[src/sv/hs_pkg.sv]
// Shared types and constants for the heap sorter.
package hs_pkg;

  localparam int MAX_ITEMS_DEF = 16;
  localparam int VALUE_W       = 32;

  typedef logic signed [VALUE_W-1:0] value_t;

  typedef struct packed {
    logic   gt;
    value_t max_val;
  } cmp_res_t;

endpackage

[src/sv/hs_store.sv]
// Value store: one write port, one read port with registered read data.
module hs_store #(
  parameter int DEPTH = hs_pkg::MAX_ITEMS_DEF,
  parameter int AW    = $clog2(DEPTH)
) (
  input  logic           clk,
  input  logic           wr_en,
  input  logic [AW-1:0]  wr_addr,
  input  hs_pkg::value_t wr_data,
  input  logic [AW-1:0]  rd_addr,
  output hs_pkg::value_t rd_data
);
  import hs_pkg::*;

  value_t mem [DEPTH];
  value_t rd_data_r;

  always_ff @(posedge clk) begin
    if (wr_en) begin
      mem[wr_addr] <= wr_data;
    end
    rd_data_r <= mem[rd_addr];
  end

  assign rd_data = rd_data_r;

endmodule

[src/sv/hs_cmp.sv]
// Shared signed comparator: challenger against incumbent, returns the larger.
module hs_cmp (
  input  hs_pkg::value_t   challenger,
  input  hs_pkg::value_t   incumbent,
  output hs_pkg::cmp_res_t res
);
  import hs_pkg::*;

  always_comb begin
    res.gt      = challenger > incumbent;
    res.max_val = res.gt ? challenger : incumbent;
  end

endmodule

[src/sv/heap_sort_ascending.sv]
// Heap sorter top level: batch load, in-place heapsort, ascending readout.
// Load: one item per cycle; the batch ends with the item flagged last.
// Sort: heap build then extraction through one store read port and one shared
//   comparator; each extraction pass runs S_X0 to S_X2, each heap level at most
//   S_SA to S_SC. Readout: one item per cycle while out_stall is low, after S_ORD.
// No item is taken during sort or readout. Reset clears control state only;
//   store contents are left as they are.
module heap_sort_ascending #(
  parameter int MAX_ITEMS = hs_pkg::MAX_ITEMS_DEF
) (
  input  logic           clk,
  input  logic           rst_n,
  input  logic           in_valid,
  output logic           in_stall,
  input  hs_pkg::value_t in_value,
  input  logic           in_last,
  output logic           out_valid,
  input  logic           out_stall,
  output hs_pkg::value_t out_value,
  output logic           out_last,
  output logic           out_overflow
);
  import hs_pkg::*;

  localparam int AW = $clog2(MAX_ITEMS);
  localparam int CW = $clog2(MAX_ITEMS + 1);
  localparam int IW = AW + 2;

  typedef enum logic [3:0] {
    S_LOAD, S_BRD, S_BCUR, S_SA, S_SB, S_SC, S_X0, S_X1, S_X2, S_ORD, S_OLD
  } state_t;

  state_t        state_r, state_nxt;
  logic [CW-1:0] count_r, count_nxt;
  logic          ovf_r, ovf_nxt;
  logic [CW-1:0] n_r, n_nxt;
  logic [CW-1:0] len_r, len_nxt;
  logic [AW-1:0] bi_r, bi_nxt;
  logic [AW-1:0] j_r, j_nxt;
  logic [AW-1:0] pos_r, pos_nxt;
  logic [AW-1:0] k_r, k_nxt;
  logic [AW-1:0] big_idx_r, big_idx_nxt;
  logic          sorting_r, sorting_nxt;
  value_t        cur_r, cur_nxt;
  value_t        big_val_r, big_val_nxt;
  logic          out_valid_r, out_valid_nxt;
  value_t        out_value_r, out_value_nxt;
  logic          out_last_r, out_last_nxt;
  logic          out_ovf_r, out_ovf_nxt;

  logic          wr_en;
  logic [AW-1:0] wr_addr;
  value_t        wr_data;
  logic [AW-1:0] rd_addr;
  value_t        rd_data;
  value_t        cmp_a, cmp_b;
  cmp_res_t      cmp_res;

  logic [IW-1:0] left_w, right_w;
  logic          left_ok, right_ok;
  logic          room;
  logic          decide, finish;
  logic [AW-1:0] dec_idx;
  value_t        dec_val;
  logic          slot_free, k_last;

  hs_store #(.DEPTH(MAX_ITEMS), .AW(AW)) u_store (
    .clk     (clk),
    .wr_en   (wr_en),
    .wr_addr (wr_addr),
    .wr_data (wr_data),
    .rd_addr (rd_addr),
    .rd_data (rd_data)
  );

  hs_cmp u_cmp (
    .challenger (cmp_a),
    .incumbent  (cmp_b),
    .res        (cmp_res)
  );

  assign left_w    = {1'b0, pos_r, 1'b1};
  assign right_w   = left_w + IW'(1);
  assign left_ok   = left_w < IW'(len_r);
  assign right_ok  = right_w < IW'(len_r);
  assign room      = count_r < CW'(MAX_ITEMS);
  assign slot_free = !out_valid_r || !out_stall;
  assign k_last    = CW'(k_r) == (n_r - CW'(1));

  assign cmp_a = rd_data;
  assign cmp_b = (state_r == S_SC) ? big_val_r : cur_r;

  always_comb begin
    state_nxt     = state_r;
    count_nxt     = count_r;
    ovf_nxt       = ovf_r;
    n_nxt         = n_r;
    len_nxt       = len_r;
    bi_nxt        = bi_r;
    j_nxt         = j_r;
    pos_nxt       = pos_r;
    k_nxt         = k_r;
    big_idx_nxt   = big_idx_r;
    big_val_nxt   = big_val_r;
    sorting_nxt   = sorting_r;
    cur_nxt       = cur_r;
    out_value_nxt = out_value_r;
    out_last_nxt  = out_last_r;
    out_ovf_nxt   = out_ovf_r;
    out_valid_nxt = out_valid_r && out_stall;
    wr_en         = 1'b0;
    wr_addr       = pos_r;
    wr_data       = cur_r;
    rd_addr       = pos_r;
    decide        = 1'b0;
    finish        = 1'b0;
    dec_idx       = pos_r;
    dec_val       = cur_r;

    unique case (state_r)
      S_LOAD: begin
        if (in_valid) begin
          wr_addr = count_r[AW-1:0];
          wr_data = in_value;
          if (room) begin
            wr_en     = 1'b1;
            count_nxt = count_r + CW'(1);
          end else begin
            ovf_nxt = 1'b1;
          end
          if (in_last) begin
            n_nxt       = count_r + CW'(room);
            len_nxt     = n_nxt;
            sorting_nxt = 1'b0;
            k_nxt       = '0;
            if (n_nxt < CW'(2)) begin
              state_nxt = S_ORD;
            end else begin
              bi_nxt    = AW'((n_nxt >> 1) - CW'(1));
              pos_nxt   = bi_nxt;
              state_nxt = S_BRD;
            end
          end
        end
      end
      S_BRD: begin
        state_nxt = S_BCUR;
      end
      S_BCUR: begin
        cur_nxt   = rd_data;
        state_nxt = S_SA;
      end
      S_SA: begin
        rd_addr = left_w[AW-1:0];
        if (left_ok) begin
          state_nxt = S_SB;
        end else begin
          decide = 1'b1;
        end
      end
      S_SB: begin
        rd_addr     = right_w[AW-1:0];
        big_val_nxt = cmp_res.max_val;
        big_idx_nxt = cmp_res.gt ? left_w[AW-1:0] : pos_r;
        if (right_ok) begin
          state_nxt = S_SC;
        end else begin
          decide  = 1'b1;
          dec_idx = big_idx_nxt;
          dec_val = big_val_nxt;
        end
      end
      S_SC: begin
        decide  = 1'b1;
        dec_idx = cmp_res.gt ? right_w[AW-1:0] : big_idx_r;
        dec_val = cmp_res.max_val;
      end
      S_X0: begin
        rd_addr   = j_r;
        state_nxt = S_X1;
      end
      S_X1: begin
        cur_nxt   = rd_data;
        rd_addr   = '0;
        state_nxt = S_X2;
      end
      S_X2: begin
        wr_en     = 1'b1;
        wr_addr   = j_r;
        wr_data   = rd_data;
        pos_nxt   = '0;
        len_nxt   = CW'(j_r);
        state_nxt = S_SA;
      end
      S_ORD: begin
        rd_addr   = k_r;
        state_nxt = S_OLD;
      end
      S_OLD: begin
        rd_addr = k_r;
        if (slot_free) begin
          out_valid_nxt = 1'b1;
          out_value_nxt = rd_data;
          out_last_nxt  = k_last;
          out_ovf_nxt   = ovf_r;
          if (k_last) begin
            count_nxt = '0;
            ovf_nxt   = 1'b0;
            state_nxt = S_LOAD;
          end else begin
            k_nxt   = k_r + AW'(1);
            rd_addr = k_nxt;
          end
        end
      end
      default: state_nxt = S_LOAD;
    endcase

    // one level of sift-down settled: move the hole or drop the value in
    if (decide) begin
      wr_en   = 1'b1;
      wr_addr = pos_r;
      if (dec_idx == pos_r) begin
        wr_data = cur_r;
        finish  = 1'b1;
      end else begin
        wr_data   = dec_val;
        pos_nxt   = dec_idx;
        state_nxt = S_SA;
      end
    end

    if (finish) begin
      if (!sorting_r) begin
        if (bi_r != '0) begin
          bi_nxt    = bi_r - AW'(1);
          pos_nxt   = bi_nxt;
          state_nxt = S_BRD;
        end else begin
          sorting_nxt = 1'b1;
          j_nxt       = AW'(n_r - CW'(1));
          state_nxt   = S_X0;
        end
      end else if (j_r > AW'(1)) begin
        j_nxt     = j_r - AW'(1);
        state_nxt = S_X0;
      end else begin
        k_nxt     = '0;
        state_nxt = S_ORD;
      end
    end
  end

  always_ff @(posedge clk) begin
    if (!rst_n) begin
      state_r     <= S_LOAD;
      count_r     <= '0;
      ovf_r       <= 1'b0;
      out_valid_r <= 1'b0;
    end else begin
      state_r     <= state_nxt;
      count_r     <= count_nxt;
      ovf_r       <= ovf_nxt;
      out_valid_r <= out_valid_nxt;
    end
    n_r         <= n_nxt;
    len_r       <= len_nxt;
    bi_r        <= bi_nxt;
    j_r         <= j_nxt;
    pos_r       <= pos_nxt;
    k_r         <= k_nxt;
    big_idx_r   <= big_idx_nxt;
    big_val_r   <= big_val_nxt;
    sorting_r   <= sorting_nxt;
    cur_r       <= cur_nxt;
    out_value_r <= out_value_nxt;
    out_last_r  <= out_last_nxt;
    out_ovf_r   <= out_ovf_nxt;
  end

  assign in_stall     = state_r != S_LOAD;
  assign out_valid    = out_valid_r;
  assign out_value    = out_value_r;
  assign out_last     = out_last_r;
  assign out_overflow = out_ovf_r;

  a_count_bound: assert property (@(posedge clk) disable iff (!rst_n)
    count_r <= CW'(MAX_ITEMS))
    else $error("item count beyond capacity");

  a_load_only_last_pending: assert property (@(posedge clk) disable iff (!rst_n)
    (state_r == S_LOAD && out_valid_r) |-> out_last_r)
    else $error("loading while a non-final item is still pending");

  a_reset_quiet: assert property (@(posedge clk) disable iff (!rst_n)
    $past(!rst_n) |-> !out_valid_r)
    else $error("result item valid straight after reset");

  a_sift_bound: assert property (@(posedge clk) disable iff (!rst_n)
    (state_r == S_SA || state_r == S_SB || state_r == S_SC) |-> CW'(pos_r) < len_r)
    else $error("sift position outside heap range");

endmodule
[config.mk]
export PLATFORM = sky130hd
export DESIGN_NAME = heap_sort_ascending
export DESIGN_NICKNAME = d
export VERILOG_FILES = /design/src/sv/hs_pkg.sv /design/src/sv/hs_store.sv /design/src/sv/hs_cmp.sv /design/src/sv/heap_sort_ascending.sv
export SDC_FILE = /design/constraint.sdc
export NUM_CORES = 1
export LEC_CHECK = 0
export ABC_CLOCK_PERIOD_IN_PS = 17700
export BUFFER_PORTS_ARGS = -buffer_cell sky130_fd_sc_hd__buf_4
export CELL_PAD_IN_SITES_DETAIL_PLACEMENT = 0
export CELL_PAD_IN_SITES_GLOBAL_PLACEMENT = 1
export CORE_MARGIN = 5
export CORE_UTILIZATION = 30
export DETAILED_ROUTE_END_ITERATION = 8
export PLACE_DENSITY = 0.54
export SETUP_SLACK_MARGIN = 0.05
export SLEW_MARGIN = 0
export SYNTH_ARGS = -nofsm -noshare
export SYNTH_HDL_FRONTEND = slang
export SYNTH_HIERARCHICAL = 1
export SYNTH_SLANG_ARGS = --single-unit
[constraint.sdc]
create_clock -name clk -period 17.7 [get_ports clk]
set_input_delay 3.54 -clock clk [delete_from_list [all_inputs] [get_ports clk]]
set_output_delay 3.54 -clock clk [all_outputs]
set_load 0.02 [all_outputs]
==> impl_metrics.py, run 1 <==
metrics = {
    "worst_setup_path": {
        "r2r-start": "state_r[0]",
        "crit_path_max_fanout": 65,
        "rr_endpoint": "u_store/mem[11][8]",
        "critPathKind": "reg2reg",
        "critPathMaxStageDelay_ns": 0.88,
        "end_kind": "flip-flop",
        "cp.arrival_ns": 8.70,
        "crit_top_cell": "buf_4",
        "cp.required_ns": 17.97,
        "cp_slowest_cell": "and3_1",
        "reg2regPathDepth": 24,
        "ff2ff_setup_slack_ns": 9.27,
        "cp-start-kind": "flip-flop",
        "path_cells": "inv_1, nor3_2, buf_4, nand2_1, o21ai_0, inv_1, ha_1, nand4_1, nor3_2, nand4_1, o21ai_4, buf_4, nor2_4, mux2i_1, buf_4, mux2_2, nand2_1, o221ai_2, o21a_1, a2111oi_4, and3_1, mux2i_4, buf_4, o21ai_1",
    },
    "final_layout": {
        "fillers": 9257,
        "nNetsFinal": 2033,
        "syn_to_final_growth_pct": 16.5,
        "fin_cells": 3295,
        "layout-drive-gt1-share_pct": 22.5,
    },
    "clock_network": {
        "cts-htree-levels": 3,
        "clk_pin_slew_ns": 0.06,
        "cts_resized": 0,
        "cts_inserted_buffers": 75,
        "cts_setup_buffers": 0,
        "clock_path_buffers": 3,
        "holdBufCountCts": 0,
        "clock_latency_ns": 0.63,
        "cts_num_sinks": 684,
        "cts-root-buf": "clkbuf_16",
        "tritoncts": "yes",
    },
    "sta": {
        "finalSetupTns_ns": 0,
        "tightest_slew_ns": 1.25,
        "hold_violations": 0,
        "skew_ns": 0.0304,
        "finalCriticalPeriod_ns": 8.43,
        "slew_violations": 0,
        "fmax_ghz": 0.119,
        "setup_violations": 0,
        "rsz0062_at_grt": "no",
        "slew-limit-headroom_pct": 16.4,
        "timing.final.crit_share_pct": 47.6,
    },
    "die": {
        "die_area_um2": 105000,
        "start_util_pct": 30.1,
        "die_y_um": 323,
        "core_area_um2": 98000,
        "pin_count": 73,
        "std_cell_rows": 115,
        "die_w_um": 323,
    },
    "min_path": {
        "hold_depth": 0,
        "hold_path.class": "reg2reg",
        "holdPathEnd": "out_overflow",
        "worstHoldStart": "ovf_r",
    },
    "yosys": {
        "synth-seq-area-share_pct": 67.8,
        "synth.avg_cell_area_um2": 15.9,
        "syn_nets": 1943,
        "synth_common_cells": "edfxtp_1, nand2_1, mux4_2",
        "ys_ff_latch": 684,
        "yosys-top-cells-area": "edfxtp_1, mux4_2, dfxtp_1",
        "syn_area_um2": 29500,
        "ys_types": 78,
        "yosys_warnings": 6,
        "syn-instance-count": 1856,
        "synthFlopType": "edfxtp_1",
        "yosys.area.top_type_share_pct": 64.0,
        "synth_largest_area_cell": "edfxtp_1",
        "synth-edff-count": 628,
        "async_flop_share_pct": 0,
        "synth.most_common_cell": "edfxtp_1",
    },
    "grt": {
        "first_global_vias": 17400,
        "grt_first_pass_wirelength_um": 126000,
        "antenna_found_initial": 0,
        "grt_max_degree": 66,
        "grt_use_total_pct": 16.5,
        "grt_overflow": 0,
    },
    "drt": {
        "via_count": 17500,
        "wirelength_um": 87500,
        "post_drt_via_cell_ratio": 5.32,
        "drtIter0Drc": 1720,
        "drc_errors": 0,
        "antenna_left": 0,
        "routedWlPerCell_um": 26.5,
        "first_pass_iters": 9,
    },
    "placed_design": {
        "gp_congestion": 0.793,
        "hpwl_um": 48900,
        "dp_cells": 3156,
        "io_buffers": 72,
    },
    "power_and_ir_drop": {
        "power_mw": 7.65,
        "cellPowerDensity_nw_per_um2": 223,
        "max-vdd-ir-drop_v": 0.000164,
        "leakagePower_nw": 11.5,
    },
    "outcome": {
        "outcome": "finished, final reports clean",
    },
    "flow_run": {
        "maxCapViolations": 0,
    },
}
-- layout by cell type, fill, tap and decap left out, types with 5 or more instances in the layout --
master / count
o21a_1: 5
nand3_1: 20
clkinv_1: 8
clkbuf_16: 76
edfxtp_1: 628
dfxtp_1: 56
a222oi_1: 36
mux2i_1: 9
nand2_1: 197
clkbuf_1: 16
buf_4: 131
a21oi_1: 44
clkinv_2: 8
and3_1: 5
a211o_1: 34
nor2b_1: 20
ha_1: 50
a31oi_1: 14
a22oi_1: 64
o311ai_2: 29
bufinv_16: 12
inv_1: 83
nor2_1: 41
nor3_1: 13
nand4_1: 9
nand2b_1: 10
mux4_2: 128
o21ai_1: 14
o211ai_1: 35
xor2_1: 10
xnor2_1: 13
clkinvlp_4: 5
nor2_4: 14
o21ai_0: 69
nor3_2: 7
-- worst max-delay path by stage --
stage	from	end	slack, ns	cells past startpoint
floorplan	in_valid	u_store/mem[0][0]	9.96	8
global placement	state_r[0]	u_store/mem[0][24]	9.27	24
detailed placement	state_r[0]	u_store/mem[3][16]	8.84	24
CTS	state_r[0]	u_store/mem[3][19]	8.79	24
global route	state_r[0]	u_store/mem[11][8]	8.62	24
finish	state_r[0]	u_store/mem[11][8]	9.27	24
-- cell families after synthesis --
kind of cell    count (synthesis)  synth area share [%]
flops                         684                  67.8
compound gates                390                  10.3
simple gates                  367                  5.71
buf+inv                       201                  3.10
mux                           141                  10.2
fa+ha+maj                      50                  2.12
xor+xnor                       23                 0.684
-- final cells by class --
type	instances	area [um2]	area share, %
Clock buffer	96	2020	5.88
Clock inverter	42	602	1.75
Sequential cell	684	20000	58.2
Antenna cell	1	2.50	0.00729
Multi-Input combinational cell	971	8820	25.7
Tap cell	1287	1610	4.69
Inverter	83	312	0.908
Timing Repair Buffer	131	983	2.87
-- stage by stage --
step / utilization [%] / setup slack [ns] / cell area [um2] / hold slack [ns]
floorplan: - / 9.96 / 29500 / 0.409
global placement: 32.3 / 9.27 / 31700 / 0.439
detailed placement: 32.3 / 8.84 / 31700 / 0.437
CTS: 35.0 / 8.79 / 34300 / 0.442
global route: 35.0 / 8.62 / 34300 / 0.468
finish: 35.0 / 9.27 / 34300 / 0.441
-- report_power, final --
| part | switching [mW] | leakage, nW | internal (mW) |
|---|---|---|---|
| clock | 0.664 | 1.26 | 0.992 |
| sequential | 0.207 | 6.14 | 2.54 |
| combinational | 2.07 | 4.07 | 1.18 |
| total | 2.94 | 11.5 | 4.71 |
-- state kept, by name (all words and copies together), names as in the netlist, 4 cells and up --
register	count
state_r	4
len_r	5
big_val_r	32
u_store/rd_data	32
j_r	4
pos_r	4
bi_r	4
n_r	5
u_store/mem	512
count_r	5
cur_r	32
k_r	4
big_idx_r	4
out_value	32
-- metal layers --
| metal | vias up | track usage (%) | share of wire (%) |
|---|---|---|---|
| li1 | 7596 | - | - |
| met1 | 9254 | 23.2 | 45 |
| met2 | 558 | 26.7 | 47 |
| met3 | 107 | 2.69 | 5.6 |
| met4 | 0 | 4.55 | 2.1 |
| met5 | - | 0 | 0 |
-- critical path, delay by kind of cell, from the launching register on --
| family | cells | cell delay (ns) |
|---|---|---|
| AOI/OAI and AO/OA | 6 | 1.86 |
| and+or+nand+nor | 8 | 2.04 |
| buffers and inverters | 6 | 2.12 |
| DFF | 1 | 0.85 |
| muxes | 3 | 0.83 |
| adders and majority gates | 1 | 0.33 |
No activity file was read; power rests on OpenSTA's default activity.
==> run 2, diff against run 1 <==
Settings changed: ABC_AREA set to 1, ABC_CLOCK_PERIOD_IN_PS 17700 to 7450, PLACE_DENSITY 0.54 to 0.59.
Clock period 17.7 ns to 7.45 ns, I/O delays scaled along.
==> impl_metrics.py, run 2 <==
metrics = {
    "outcome": {
        "outcome": "finished, final reports clean",
    },
    "yosys": {
        "syn_area_um2": 32900,
        "syn-instance-count": 3519,
        "yosys_warnings": 6,
        "synth.most_common_cell": "nand2_1",
        "ys_types": 48,
        "synth-edff-count": 628,
        "syn_nets": 3606,
        "synthFlopType": "edfxtp_1",
        "async_flop_share_pct": 0,
        "yosys-top-cells-area": "edfxtp_1, nand2_1, nand3_1",
        "synth-seq-area-share_pct": 60.7,
        "synth.avg_cell_area_um2": 9.35,
        "synth_largest_area_cell": "edfxtp_1",
        "yosys.area.top_type_share_pct": 57.3,
        "synth_common_cells": "nand2_1, edfxtp_1, inv_1",
        "ys_ff_latch": 684,
    },
    "clock_network": {
        "clock_path_buffers": 3,
        "cts-htree-levels": 3,
        "cts_setup_buffers": 0,
        "holdBufCountCts": 0,
        "cts-root-buf": "clkbuf_16",
        "tritoncts": "yes",
        "clock_latency_ns": 0.65,
        "cts_inserted_buffers": 76,
        "cts_num_sinks": 684,
        "clk_pin_slew_ns": 0.06,
        "cts_resized": 0,
    },
    "die": {
        "core_area_um2": 109000,
        "start_util_pct": 30.2,
        "die_area_um2": 116000,
        "die_w_um": 341,
        "die_y_um": 341,
        "std_cell_rows": 121,
        "pin_count": 73,
    },
    "drt": {
        "via_count": 23900,
        "routedWlPerCell_um": 21.4,
        "antenna_left": 0,
        "post_drt_via_cell_ratio": 4.74,
        "first_pass_iters": 5,
        "wirelength_um": 108000,
        "drc_errors": 0,
        "drtIter0Drc": 1708,
    },
    "worst_setup_path": {
        "cp.arrival_ns": 6.42,
        "reg2regPathDepth": 29,
        "critPathKind": "reg2reg",
        "cp-start-kind": "flip-flop",
        "crit_family": "simple AND/OR/NAND/NOR gates",
        "critPathMaxStageDelay_ns": 0.51,
        "crit_top_cell": "nand2_1",
        "cp-startpoint": "state_r[2]",
        "cp.required_ns": 7.61,
        "cp_slowest_cell": "nand3_1",
        "end_kind": "flip-flop",
        "cp_num_buf_inv": 7,
        "r2r-start": "state_r[2]",
        "crit_path_max_fanout": 42,
        "rr_endpoint": "u_store/mem[0][2]",
        "ff2ff_setup_slack_ns": 1.19,
    },
    "placed_design": {
        "placed_area_um2": 34900,
        "hpwl_um": 61200,
        "io_buffers": 72,
        "gp_congestion": 0.832,
    },
    "final_layout": {
        "layout-drive-gt1-share_pct": 8.71,
        "nNetsFinal": 3641,
        "top_register": "u_store/mem",
        "layout_commonest_cell": "nand2_1",
        "largest_reg_flops": 512,
        "fillers": 11100,
        "design_area_um2": 37400,
        "syn_to_final_growth_pct": 13.6,
        "final_cell_mix": "nand2_1, edfxtp_1, inv_1, nand3_1, buf_4",
    },
    "grt": {
        "grt_use_total_pct": 18.2,
        "grt_first_pass_wirelength_um": 157000,
        "first_global_vias": 22700,
        "grt_max_degree": 132,
        "antenna_found_initial": 3,
        "grt_overflow": 0,
    },
    "min_path": {
        "hold_path.class": "reg2reg",
        "holdPathEnd": "out_overflow",
        "hold_depth": 0,
        "worstHoldStart": "ovf_r",
    },
    "sta": {
        "finalSetupTns_ns": 0,
        "rsz0062_at_grt": "no",
        "hold_violations": 0,
        "finalCriticalPeriod_ns": 6.26,
        "slew_violations": 0,
        "skew_ns": 0.0309,
        "slew-limit-headroom_pct": 33.5,
        "setup_violations": 0,
        "tightest_slew_ns": 0.997,
        "timing.final.crit_share_pct": 84.0,
        "fmax_ghz": 0.160,
    },
    "flow_run": {
        "maxCapViolations": 0,
    },
}
## run 2: cells by family after synthesis
| group | count (synthesis) | synth area share, % |
|---|---|---|
| AOI/OAI and AO/OA | 216 | 3.83 |
| xor gates and xnor gates | 17 | 0.453 |
| adders and majority gates | 50 | 1.90 |
| buffers and inverters | 722 | 9.51 |
| DFF | 684 | 60.7 |
| muxes | 1 | 0.0304 |
| and+or+nand+nor | 1829 | 23.5 |
## run 2: layer usage
metal	GRT usage (%)	wire [um]	part of all wire (%)	up-vias
li1	-	-	-	11600
met2	30.3	51000	47	660
met1	24.7	48000	45	11500
met5	0	0	0	-
met4	5.30	2950	2.7	0
met3	2.56	5780	5.4	141
## run 2: worst max-delay path by stage
stage,end,depth (start not counted),slack [ns]
3_3_place_gp,u_store/mem[9][9],35,1.38
3_5_place_dp,u_store/mem[15][2],29,1.33
4_1_cts,u_store/mem[3][2],29,1.26
6_report,u_store/mem[0][2],29,1.19
5_1_grt,u_store/mem[13][9],34,0.55
2_1_floorplan,u_store/mem[0][10],35,2.78
## run 2: stage by stage
stage | hold WS, ns | setup WS (ns) | util, % | instances
final | 0.472 | 1.19 | 34.3 | 5033
after global routing | 0.490 | 0.553 | 34.3 | 5032
after CTS | 0.471 | 1.26 | 34.3 | 5032
after detailed placement | 0.457 | 1.33 | 32.0 | 4890
after global placement | 0.469 | 1.38 | 32.0 | 4890
after floorplan | 0.409 | 2.78 | - | 3519
## run 2: cell type report
| cell class | count | area, um2 | area share, % |
|---|---|---|---|
| Antenna cell | 1 | 2.50 | 0.00670 |
| Clock buffer | 111 | 2100 | 5.63 |
| Clock inverter | 31 | 397 | 1.06 |
| Inverter | 548 | 2070 | 5.53 |
| Multi-Input combinational cell | 2113 | 9970 | 26.7 |
| Sequential cell | 684 | 20000 | 53.5 |
| Tap cell | 1414 | 1770 | 4.73 |
| Timing Repair Buffer | 131 | 1080 | 2.90 |
Power of run 2 is not shown: default switching activity piles up to over one toggle a cycle in this logic, so the estimate is an artifact.
